===== src/sv/lcwm_pkg.sv =====
`default_nettype none

package lcwm_pkg;

	localparam int WINDOW_DEF = 20;
	localparam int SYMBOLS_DEF = 32;

	localparam int CODE_W = 5;
	localparam int CFG_W = 5;

	localparam logic [CFG_W-1:0] MIN_DISTINCT_RST = 5'd5;

	typedef logic [CODE_W-1:0] code_t;
	typedef logic [CFG_W-1:0] cfg_t;

endpackage

`default_nettype wire


===== src/sv/lcwm_in_if.sv =====
`default_nettype none

interface lcwm_in_if;
	logic valid;
	logic ready;
	lcwm_pkg::code_t residue_code;
	logic is_last;

	modport source (output valid, output residue_code, output is_last, input ready);
	modport sink (input valid, input residue_code, input is_last, output ready);
endinterface

`default_nettype wire


===== src/sv/lcwm_out_if.sv =====
`default_nettype none

interface lcwm_out_if;
	logic valid;
	logic ready;
	logic low_complexity;
	logic last_flag;

	modport source (output valid, output low_complexity, output last_flag, input ready);
	modport sink (input valid, input low_complexity, input last_flag, output ready);
endinterface

`default_nettype wire


===== src/sv/low_complexity_window_mask_top.sv =====
`default_nettype none

// channel   dir  handshake     payload
// in_ch     in   valid/ready   residue_code[4:0], is_last
// out_ch    out  valid/ready   low_complexity, last_flag
// cfg       in   cfg_wr_en     cfg_wr_data[4:0] (min_distinct)
//
// one item accepted per cycle while no sequence is being flushed and the output register is free
// after an item with is_last, one flag per cycle leaves the output register
// while the output is being taken; in_ch.ready stays low until the last one is taken
// outside a flush, in_ch.ready follows the output register: high when it is empty or being taken
// arst_n clears counts, pending flags and sets min_distinct to 5

module low_complexity_window_mask_top #(
	parameter int WINDOW = lcwm_pkg::WINDOW_DEF,
	parameter int SYMBOLS = lcwm_pkg::SYMBOLS_DEF
) (
	input wire logic clk,
	input wire logic arst_n,
	input wire logic cfg_wr_en,
	input wire lcwm_pkg::cfg_t cfg_wr_data,
	lcwm_in_if.sink in_ch,
	lcwm_out_if.source out_ch
);

	localparam int DEPTH = WINDOW + 6;
	localparam int PC_W = $clog2(DEPTH + 1);
	localparam int CN_W = $clog2(WINDOW + 1);
	localparam int DC_W = $clog2(SYMBOLS + 1);
	localparam int CW = lcwm_pkg::CODE_W;

	localparam logic [PC_W-1:0] DEPTH_P = PC_W'(DEPTH);
	localparam logic [PC_W-1:0] WIN_P = PC_W'(WINDOW);
	localparam logic [CW:0] SYM_X = (CW + 1)'(SYMBOLS);
	localparam lcwm_pkg::code_t SYM_TOP = CW'(SYMBOLS - 1);

	lcwm_pkg::cfg_t min_q;
	lcwm_pkg::code_t codes_q [WINDOW];
	logic [CN_W-1:0] counts_q [SYMBOLS];
	logic [CN_W-1:0] cnt_nx [SYMBOLS];
	logic [DC_W-1:0] dist_q;
	logic [DC_W-1:0] dist_nx;
	logic [PC_W-1:0] rcv_q;
	logic [PC_W-1:0] rcv_nx;
	logic [DEPTH-1:0] pend_q;
	logic [DEPTH-1:0] flags_m;
	logic [PC_W-1:0] pend_cnt_q;
	logic [PC_W-1:0] cnt_a;
	logic [PC_W-1:0] lo;
	logic flush_q;
	logic long_q;
	logic out_valid_q;
	logic lc_q;
	logic lf_q;

	lcwm_pkg::code_t code_c;
	lcwm_pkg::code_t old_c;
	logic drop;
	logic [SYMBOLS-1:0] rise;
	logic [SYMBOLS-1:0] fall;
	logic mark;
	logic out_free;
	logic accept;
	logic emit_item;
	logic emit_flush;

	assign out_free = !out_valid_q || out_ch.ready;
	assign in_ch.ready = !flush_q && out_free;
	assign accept = in_ch.valid && in_ch.ready;

	assign out_ch.valid = out_valid_q;
	assign out_ch.low_complexity = lc_q;
	assign out_ch.last_flag = lf_q;

	// codes beyond the alphabet fold onto the top symbol
	assign code_c = ({1'b0, in_ch.residue_code} >= SYM_X) ? SYM_TOP : in_ch.residue_code;
	assign old_c = codes_q[WINDOW-1];
	assign drop = rcv_q >= WIN_P;

	always_comb begin
		for (int s = 0; s < SYMBOLS; s++) begin
			logic inc;
			logic dec;
			inc = code_c == CW'(s);
			dec = drop && (old_c == CW'(s)) && (counts_q[s] != '0);
			cnt_nx[s] = counts_q[s] + CN_W'(inc) - CN_W'(dec);
			rise[s] = (counts_q[s] == '0) && (cnt_nx[s] != '0);
			fall[s] = (counts_q[s] != '0) && (cnt_nx[s] == '0);
		end
	end

	assign dist_nx = dist_q + DC_W'(|rise) - DC_W'(|fall);
	assign rcv_nx = rcv_q + PC_W'(rcv_q != DEPTH_P);
	assign cnt_a = pend_cnt_q + PC_W'(pend_cnt_q != DEPTH_P);
	assign mark = (rcv_nx >= WIN_P) && (cnt_a >= WIN_P) && (dist_nx < DC_W'(min_q));
	assign lo = cnt_a - WIN_P;

	// mark the positions of the window just completed
	always_comb begin
		for (int i = 0; i < DEPTH; i++) begin
			if (PC_W'(i) == pend_cnt_q) begin
				flags_m[i] = mark && (PC_W'(i) >= lo);
			end else begin
				flags_m[i] = pend_q[i] | (mark && (PC_W'(i) >= lo) && (PC_W'(i) < cnt_a));
			end
		end
	end

	assign emit_item = accept && !in_ch.is_last && (cnt_a == DEPTH_P);
	assign emit_flush = flush_q && out_free;

	always_ff @(posedge clk or negedge arst_n) begin
		if (!arst_n) begin
			min_q <= lcwm_pkg::MIN_DISTINCT_RST;
			for (int s = 0; s < SYMBOLS; s++) begin
				counts_q[s] <= '0;
			end
			dist_q <= '0;
			rcv_q <= '0;
			pend_q <= '0;
			pend_cnt_q <= '0;
			flush_q <= 1'b0;
			long_q <= 1'b0;
			out_valid_q <= 1'b0;
		end else begin
			if (cfg_wr_en) begin
				min_q <= cfg_wr_data;
			end
			if (accept) begin
				if (in_ch.is_last) begin
					for (int s = 0; s < SYMBOLS; s++) begin
						counts_q[s] <= '0;
					end
					dist_q <= '0;
					rcv_q <= '0;
					pend_q <= flags_m;
					pend_cnt_q <= cnt_a;
					flush_q <= 1'b1;
					long_q <= rcv_nx == DEPTH_P;
				end else begin
					for (int s = 0; s < SYMBOLS; s++) begin
						counts_q[s] <= cnt_nx[s];
					end
					dist_q <= dist_nx;
					rcv_q <= rcv_nx;
					if (cnt_a == DEPTH_P) begin
						pend_q <= flags_m >> 1;
						pend_cnt_q <= DEPTH_P - PC_W'(1);
					end else begin
						pend_q <= flags_m;
						pend_cnt_q <= cnt_a;
					end
				end
			end else if (emit_flush) begin
				pend_q <= pend_q >> 1;
				pend_cnt_q <= pend_cnt_q - PC_W'(1);
				if (pend_cnt_q == PC_W'(1)) begin
					flush_q <= 1'b0;
				end
			end
			if (out_free) begin
				out_valid_q <= emit_item || emit_flush;
			end
		end
	end

	always_ff @(posedge clk) begin
		if (accept) begin
			codes_q[0] <= code_c;
			for (int i = 1; i < WINDOW; i++) begin
				codes_q[i] <= codes_q[i-1];
			end
		end
		if (emit_item) begin
			lc_q <= flags_m[0];
			lf_q <= 1'b0;
		end else if (emit_flush) begin
			lc_q <= pend_q[0] & long_q;
			lf_q <= pend_cnt_q == PC_W'(1);
		end
	end

endmodule

`default_nettype wire

===== src/flat_wrapper.sv =====
// flat-port wrapper written by rule: the top's interface ports become plain ports
module low_complexity_window_mask_top_flat 
#(
	parameter int WINDOW = lcwm_pkg::WINDOW_DEF,
	parameter int SYMBOLS = lcwm_pkg::SYMBOLS_DEF
)
  (clk, arst_n, cfg_wr_en, cfg_wr_data, in_ch_valid, in_ch_residue_code, in_ch_is_last, in_ch_ready, out_ch_valid, out_ch_low_complexity, out_ch_last_flag, out_ch_ready);
  lcwm_in_if in_ch_i ();
  lcwm_out_if out_ch_i ();
  input wire logic clk;
  input wire logic arst_n;
  input wire logic cfg_wr_en;
  input wire lcwm_pkg::cfg_t cfg_wr_data;
  input wire logic [$bits(in_ch_i.valid)-1:0] in_ch_valid;
  input wire logic [$bits(in_ch_i.residue_code)-1:0] in_ch_residue_code;
  input wire logic [$bits(in_ch_i.is_last)-1:0] in_ch_is_last;
  output wire logic [$bits(in_ch_i.ready)-1:0] in_ch_ready;
  output wire logic [$bits(out_ch_i.valid)-1:0] out_ch_valid;
  output wire logic [$bits(out_ch_i.low_complexity)-1:0] out_ch_low_complexity;
  output wire logic [$bits(out_ch_i.last_flag)-1:0] out_ch_last_flag;
  input wire logic [$bits(out_ch_i.ready)-1:0] out_ch_ready;
  assign in_ch_i.valid = in_ch_valid;
  assign in_ch_i.residue_code = in_ch_residue_code;
  assign in_ch_i.is_last = in_ch_is_last;
  assign in_ch_ready = in_ch_i.ready;
  assign out_ch_valid = out_ch_i.valid;
  assign out_ch_low_complexity = out_ch_i.low_complexity;
  assign out_ch_last_flag = out_ch_i.last_flag;
  assign out_ch_i.ready = out_ch_ready;
  low_complexity_window_mask_top #(.WINDOW(WINDOW), .SYMBOLS(SYMBOLS)) u_core (.clk(clk), .arst_n(arst_n), .cfg_wr_en(cfg_wr_en), .cfg_wr_data(cfg_wr_data), .in_ch(in_ch_i), .out_ch(out_ch_i));
endmodule

===== config.mk =====
export PLATFORM = sky130hd
export DESIGN_NAME = low_complexity_window_mask_top_flat
export DESIGN_NICKNAME = d
export VERILOG_FILES = /design/src/sv/lcwm_pkg.sv /design/src/sv/lcwm_in_if.sv /design/src/sv/lcwm_out_if.sv /design/src/sv/low_complexity_window_mask_top.sv /design/src/flat_wrapper.sv
export SDC_FILE = /design/constraint.sdc
export NUM_CORES = 1
export LEC_CHECK = 0
export ABC_AREA = 1
export BUFFER_PORTS_ARGS = -buffer_cell sky130_fd_sc_hd__buf_2
export CORE_MARGIN = 2
export CORE_UTILIZATION = 45
export DETAILED_ROUTE_END_ITERATION = 6
export RECOVER_POWER = 25
export SLEW_MARGIN = 15
export SYNTH_ARGS = -nofsm -noshare
export SYNTH_HDL_FRONTEND = slang
export SYNTH_SLANG_ARGS = --single-unit
export TNS_END_PERCENT = 1

===== constraint.sdc =====
create_clock -name clk -period 6 [get_ports clk]
set_input_delay 1.2 -clock clk [delete_from_list [all_inputs] [get_ports clk]]
set_output_delay 1.2 -clock clk [all_outputs]
set_load 0.01 [all_outputs]

### After elaboration in Yosys (flattened, before gate mapping)

Memories as Yosys holds them, arrays and structs flattened.
Cells that the tools add are included.

| cells by class | value |
|---|---|
| add/sub/neg operators | 70 |
| $lt $le $gt $ge | 56 |
| equal/unequal tests | 93 |
| mux-type cells | 45 |
| bitwise operators | 27 |
| reductions and logical operators | 330 |

Operator list:

| cell | number |
|---|---|
| $logic_not A5 Y1 | 67 |
| $reduce_bool A5 Y1 | 64 |
| $logic_and A1 B1 Y1 | 187 |
| $add A5 B1 Y5 | 34 |
| $eq A5 B5 Y1 const B | 34 |
| $mux W160 | 1 |
| $sub A5 B1 Y5 | 32 |
| $mux W26 | 4 |
| $eq A5 B4 Y1 const B | 16 |
| $reduce_or A32 Y1 | 2 |
| $eq A5 B5 Y1 const A | 10 |
| $ge A5 B5 Y1 const A | 10 |
| $lt A5 B5 Y1 const A | 10 |
| $eq A4 B5 Y1 const A | 8 |
| $eq A5 B3 Y1 const B | 8 |
| $ge A4 B5 Y1 const A | 8 |
| $lt A4 B5 Y1 const A | 8 |
| $mux W1 | 34 |
| $or A1 B1 Y1 | 26 |
| $mux W5 | 5 |
| $eq A3 B5 Y1 const A | 4 |
| $eq A5 B2 Y1 const B | 4 |
| $ge A3 B5 Y1 const A | 4 |
| $lt A3 B5 Y1 const A | 4 |
| other kinds (22) | 37 |

| storage, ports and cells | value |
|---|---|
| register bits | 212 |
| memory bits (writable) | 100 |
| bits of input ports | 16 |
| output and inout port bits | 4 |
| word-level logic and storage cells | 664 |
| memories kept | 1 |

Memories:

| memory | words | width | read ports | clocked after memory_dff | write ports | RTL line | source |
|---|---|---|---|---|---|---|---|
| u_core.codes_q | 20 | 5 | 20 | 0 | 20 | low_complexity_window_mask_top.sv:38 | `lcwm_pkg::code_t codes_q [WINDOW];` |

### Depth between registers and ports, before layout

| depth | value |
|---|---|
| word-level depth | 18 |
| depth in mapped cells | 41 |
| gate-level depth less buffers | 40 |

### Least setup slack after synthesis

OpenSTA, ideal clock, no wires.

| timing | value |
|---|---|
| path kind | input -> register |
| start point | in in_ch_residue_code[4] |
| end point | reg u_core.pend_q[24] |
| setup time | 63 ps |
| arrival time | 5803 ps |
| data required time | 5937 ps |
| slack | 135 ps |
| cell stages on the path | 36 |
| buffers on the path | 3 |
| cell sequence | clkbuf_1 > inv_1 > clkbuf_1 > nor2_1 > ha_1 > inv_1 > fa_1 > o21ai_0 > a21oi_1 > xor2_1 > nand4_1 > o21ai_0 > nor2_1 > nand2_1 > nor2_1 > nand2_1 > ha_1 > inv_1 > ha_1 > fa_1 > nand3_1 > nand2_1 > xor2_1 > inv_1 > ha_1 > nand3b_1 > nor2_1 > nand2_1 > nor2_2 > nand2_2 > buf_2 > o21ai_0 > nand2_1 > nand3_1 > nand2_1 > inv_1 |

| on the way | value |
|---|---|
| longest elaborated chain between the ends | 17 |
| elaborated cells on any way between the ends | 241 |
| those cells by class | 66 x add/sub; 1 x order compare; 31 x eq/ne; 5 x mux; 2 x bitwise; 136 x reduce/logical |

RTL lines:

| element | RTL line | source |
|---|---|---|
| from (decl) | flat_wrapper.sv:15 | `input wire logic [$bits(in_ch_i.residue_code)-1:0] in_ch_residue_code;` |
| $eq A5 B1 Y1, or another cell as far along | low_complexity_window_mask_top.sv:84 | `inc = code_c == CW'(s);` |
| $add A5 B1 Y5 | low_complexity_window_mask_top.sv:86 | `cnt_nx[s] = counts_q[s] + CN_W'(inc) - CN_W'(dec);` |
| $sub A5 B1 Y5 | low_complexity_window_mask_top.sv:86 |  |
| $reduce_bool A5 Y1 | low_complexity_window_mask_top.sv:87 | `rise[s] = (counts_q[s] == '0) && (cnt_nx[s] != '0);` |
| $logic_and A1 B1 Y1 | low_complexity_window_mask_top.sv:87 |  |
| $reduce_or A32 Y1 | low_complexity_window_mask_top.sv:92 | `assign dist_nx = dist_q + DC_W'(\|rise) - DC_W'(\|fall);` |
| $add A6 B1 Y6 | low_complexity_window_mask_top.sv:92 |  |
| $sub A6 B1 Y6 (*) | low_complexity_window_mask_top.sv:92 |  |
| $lt A6 B5 Y1 (*) | low_complexity_window_mask_top.sv:95 | `assign mark = (rcv_nx >= WIN_P) && (cnt_a >= WIN_P) && (dist_nx < DC_W'(min_q));` |
| $logic_and A1 B1 Y1 (*) | low_complexity_window_mask_top.sv:95 |  |
| $logic_and A1 B1 Y1 | low_complexity_window_mask_top.sv:102, low_complexity_window_mask_top.sv:104 |  |
| $logic_and A1 B1 Y1 | low_complexity_window_mask_top.sv:104 | `flags_m[i] = pend_q[i] \| (mark && (PC_W'(i) >= lo) && (PC_W'(i) < cnt_a));` |
| $or A1 B1 Y1 | low_complexity_window_mask_top.sv:104 |  |
| $mux W1 | low_complexity_window_mask_top.sv:101 | `if (PC_W'(i) == pend_cnt_q) begin` |
| $mux W26 | low_complexity_window_mask_top.sv:146 | `if (cnt_a == DEPTH_P) begin` |
| $mux W26 (*) | low_complexity_window_mask_top.sv:130 | `if (in_ch.is_last) begin` |
| $mux W26 (*) | low_complexity_window_mask_top.sv:129 | `if (accept) begin` |
| to (signal assigned) | low_complexity_window_mask_top.sv:136 | `pend_q <= flags_m;` |
| to (signal assigned) | low_complexity_window_mask_top.sv:147 | `pend_q <= flags_m >> 1;` |
| to (signal assigned) | low_complexity_window_mask_top.sv:150 | `pend_q <= flags_m;` |
| to (decl) | low_complexity_window_mask_top.sv:45 | `logic [DEPTH-1:0] pend_q;` |

Mark *: on every way between the ends. The rest lies on a longest branch, timed or not.
A chain may end at the register's enable or synchronous reset.

==> metrics.md <==
| Metric | Value |
|---|---|
| Fmax | around 170 MHz |
| Most common library cell in the layout ignoring fill and taps | inv_1 |
| Critical-path maximum fanout | 12 |
| Post-Route Setup TNS | 0 ns |
| Hold slack final | about 0.40 ns |
| HPWL after DPL | roughly 35,000 microns |
| Post-synth cell types | 41 |
| Register area share after synthesis | 40.4% |
| Routed length per placed instance | approximately 15 microns |
| Ports | 20 |
| Residual DRC | 0 |
| Initial DRC count | 1,062 |
| Most frequent cells in the layout | 505 x inv_1, 350 x nand2_1, 230 x buf_4 |
| Reg2Reg Depth | 42 |
| Clk buf depth | 3 |
| Core area | roughly 45,000 sq um |
| Period utilisation layout | a little over nine tenths |
| Area Growth Syn to Fin | 19.4% |
| Final number of setup-violating endpoints | 0 |
| Reg2reg setup slack | 0.07 ns |
| Mapped Cells | ~2.4k |
| Syn avg cell area | ~8.5 sq um |
| DRT Pass-1 Iters | 5 |
| Max stage delay cell, worst path | edfxtp_1 |
| Critical path class | flip-flop to flip-flop |
| Min-delay src | u_core.codes_q[0][12]$_DFFE_PP_ |
| CP startpoint kind | flip-flop |
| Initial Util | between 40% and 50% |
| Hold buffers post-CTS | 0 |
| Fin Clk Skew | roughly 0.028 ns |
| Design Area, Final | between 20,000 and 25,000 sq um |
| Routability cong. | a little over 0.9 |
| RSZ-0062 raised after global routing | true |
| Ys async rst share | around two thirds |
| # Max-Cap Violations | 1 |
| Rows | 78 |
| Slew @ Worst Pin | about 3.3 ns |
| Initial antenna violation count | 0 |
| Dpl cell area | around 23,000 sq um |
| Share of cells above drive strength 1 | between 10% and 20% |
| Post-Place Cells | roughly 3.2k |
| Final hold vios | 0 |
| Worst R2R Start | u_core.codes_q[4][15]$_DFFE_PP_ |
| Largest net degree at the start of global routing | between 100 and 150 |
| Antenna cells | 0 |
| Hold WC Path Type | flip-flop to flip-flop |
| Status | finished with violations |
| CP max stage delay | between 0.4 and 0.5 ns |
| Final wirelength | between 50,000 and 60,000 microns |
| Nets | approximately 2.9k |
| Via count | 16.8k |
| Reg-to-Reg End | u_core.pend_q[6]$_DFFE_PN0N_ |
| Max_slew headroom | -118% |
| Die ar. | between 40,000 and 50,000 sq um |
| # clock sinks | 312 |
| WP data arrival | between 6 and 7 ns |
| Synthesized area | 20,600 sq um |
| Worst Hold Depth | 0 |
| Die H | between 200 and 250 microns |
| Post-synth EDFFs | between 100 and 150 |
| Primary FF master, synth | dfrtp_1 |
| GRT Util Overall | between 20% and 30% |
| TritonCTS clock tree | yes |
| Num CTS Buffers | 38 |
| Min Clock Period, post-route | ~5.9 ns |
| Vias in the first global route | about 17k |
| Final non-filler cell total | 3,274 |
| H-tree lvl count | 2 |
| Fin. max-slew vios | roughly 120 |
| Failing checks | capacitance limit, slew limit |
| Post-DR vias/cell | 5.12 |
| Yosys warns | 0 |
| CP most frequent cell | nand2_1 |
| First-pass GRT wire length | ~84,000 microns |
| Clock transition at path regs | ~0.060 ns |
| Die Width | 218 microns |
| Grt total ovfl | 0 |
| CTS root buf | clkbuf_16 |
| Seq cells post-synth | 312 |
| Worst-Skew Late Latency | between 0.5 and 0.6 ns |
| Req. time, crit path | approximately 6.5 ns |
| Post-route ant nets | 0 |
| Hold Path End | u_core.codes_q[0][17]$_DFFE_PP_ |
| Syn Nets | ~2.7k |
| Nature of the critical path endpoint | flip-flop |
| Port-buffer cells | 19 |
## worst max-delay path by stage
stage | startpoint | to | slack (ns) | cells past startpoint
finish | u_core.codes_q[4][15]$_DFFE_PP_ | u_core.pend_q[6]$_DFFE_PN0N_ | 0.07 | 42
global route | u_core.codes_q[4][15]$_DFFE_PP_ | u_core.pend_q[20]$_DFFE_PN0N_ | -0.34 | 41
CTS | u_core.codes_q[4][15]$_DFFE_PP_ | u_core.pend_q[11]$_DFFE_PN0N_ | -0.04 | 41
detailed placement | in_ch_residue_code[4] | u_core.pend_q[21]$_DFFE_PN0N_ | -0.79 | 35
global placement | in_ch_residue_code[4] | u_core.pend_q[21]$_DFFE_PN0N_ | -0.82 | 35
floorplan | in_ch_residue_code[4] | u_core.pend_q[24]$_DFFE_PN0N_ | 0.13 | 36
## sequential cells by signal, indices dropped and copies added, names as in the netlist
register	cells
u_core.rcv_q	5
u_core.out_ch.valid	1
u_core.counts_q	160
u_core.out_ch.last_flag	1
u_core.min_q	5
u_core.pend_q	26
u_core.out_ch.low_complexity	1
u_core.flush_q	1
u_core.pend_cnt_q	5
u_core.long_q	1
u_core.codes_q	100
u_core.dist_q	6
## Yosys cell counts (all sizes together) (2+ instances only)
cell type / instances / area share (%)
or2: 12 / 0.36
nor3: 49 / 1.2
dfstp: 2 / 0.26
a21oi: 72 / 1.8
o21ai: 182 / 4.4
nor2: 110 / 2.1
xnor2: 64 / 2.7
inv: 513 / 9.4
dfrtp: 208 / 25
ha: 216 / 13
o22ai: 133 / 4.0
xor2: 70 / 3.0
nand3: 126 / 3.1
buf: 31 / 0.89
o221ai: 2 / 0.085
o211ai: 2 / 0.073
nand2: 379 / 7.1
edfxtp: 101 / 15
clkbuf: 39 / 0.71
nand4: 68 / 2.1
fa: 33 / 3.2
## layer usage
metal | vias up | global-route usage [%] | wire length (microns)
met2 | 313 | 35.9 | 23100
met3 | 97 | 3.49 | 1990
met4 | 0 | 7.17 | 1510
met5 | - | 0 | 0
met1 | 7978 | 29.6 | 23500
li1 | 8370 | - | -
## worst max-delay path: cells and delay by family (launching register included)
family                     cells  cell delay, ns
adders and majority gates      7            1.92
buffers and inverters         10            0.99
AOI/OAI and AO/OA              3            0.36
xor gates and xnor gates       2            0.33
DFF                            1            0.42
and+or+nand+nor               20            1.81
## timing repair
action,CTS,global route
endpoints found under the setup margin,27,27
pin swaps,9,18
gates resized for setup,49,71
setup buffers,1,0
## final cells by class
type / count / area (sq um)
sequential: 312 / 8310
clock inverter: 17 / 160
fill: 4102 / 20700
tap: 600 / 751
timing repair buffer: 253 / 1900
clock buffer: 53 / 1110
multi-input combinational: 1526 / 10400
inverter: 513 / 1930
## cells by family after synthesis
| family | after synthesis | share of synthesized area [%] |
|---|---|---|
| AND/OR/NAND/NOR | 746 | 16.0 |
| buffers and inverters | 583 | 11.0 |
| AO/OA/AOI/OAI | 396 | 10.6 |
| flip-flops | 312 | 40.4 |
| adder cells (fa/ha/maj) | 249 | 16.3 |
| XOR/XNOR | 134 | 5.70 |
| multiplexers | 1 | 0.0547 |
## metrics by stage
stage	setup slack, ns	utilization, %
after floorplan	0.135	-
after global placement	-0.820	50.6
after detailed placement	-0.785	50.6
after CTS	-0.0446	53.8
after global routing	-0.342	54.2
final	0.0712	54.2
Power is left out: the tool's default activity adds up to more than one toggle a clock period on the data nets, which glitch-free logic cannot reach.
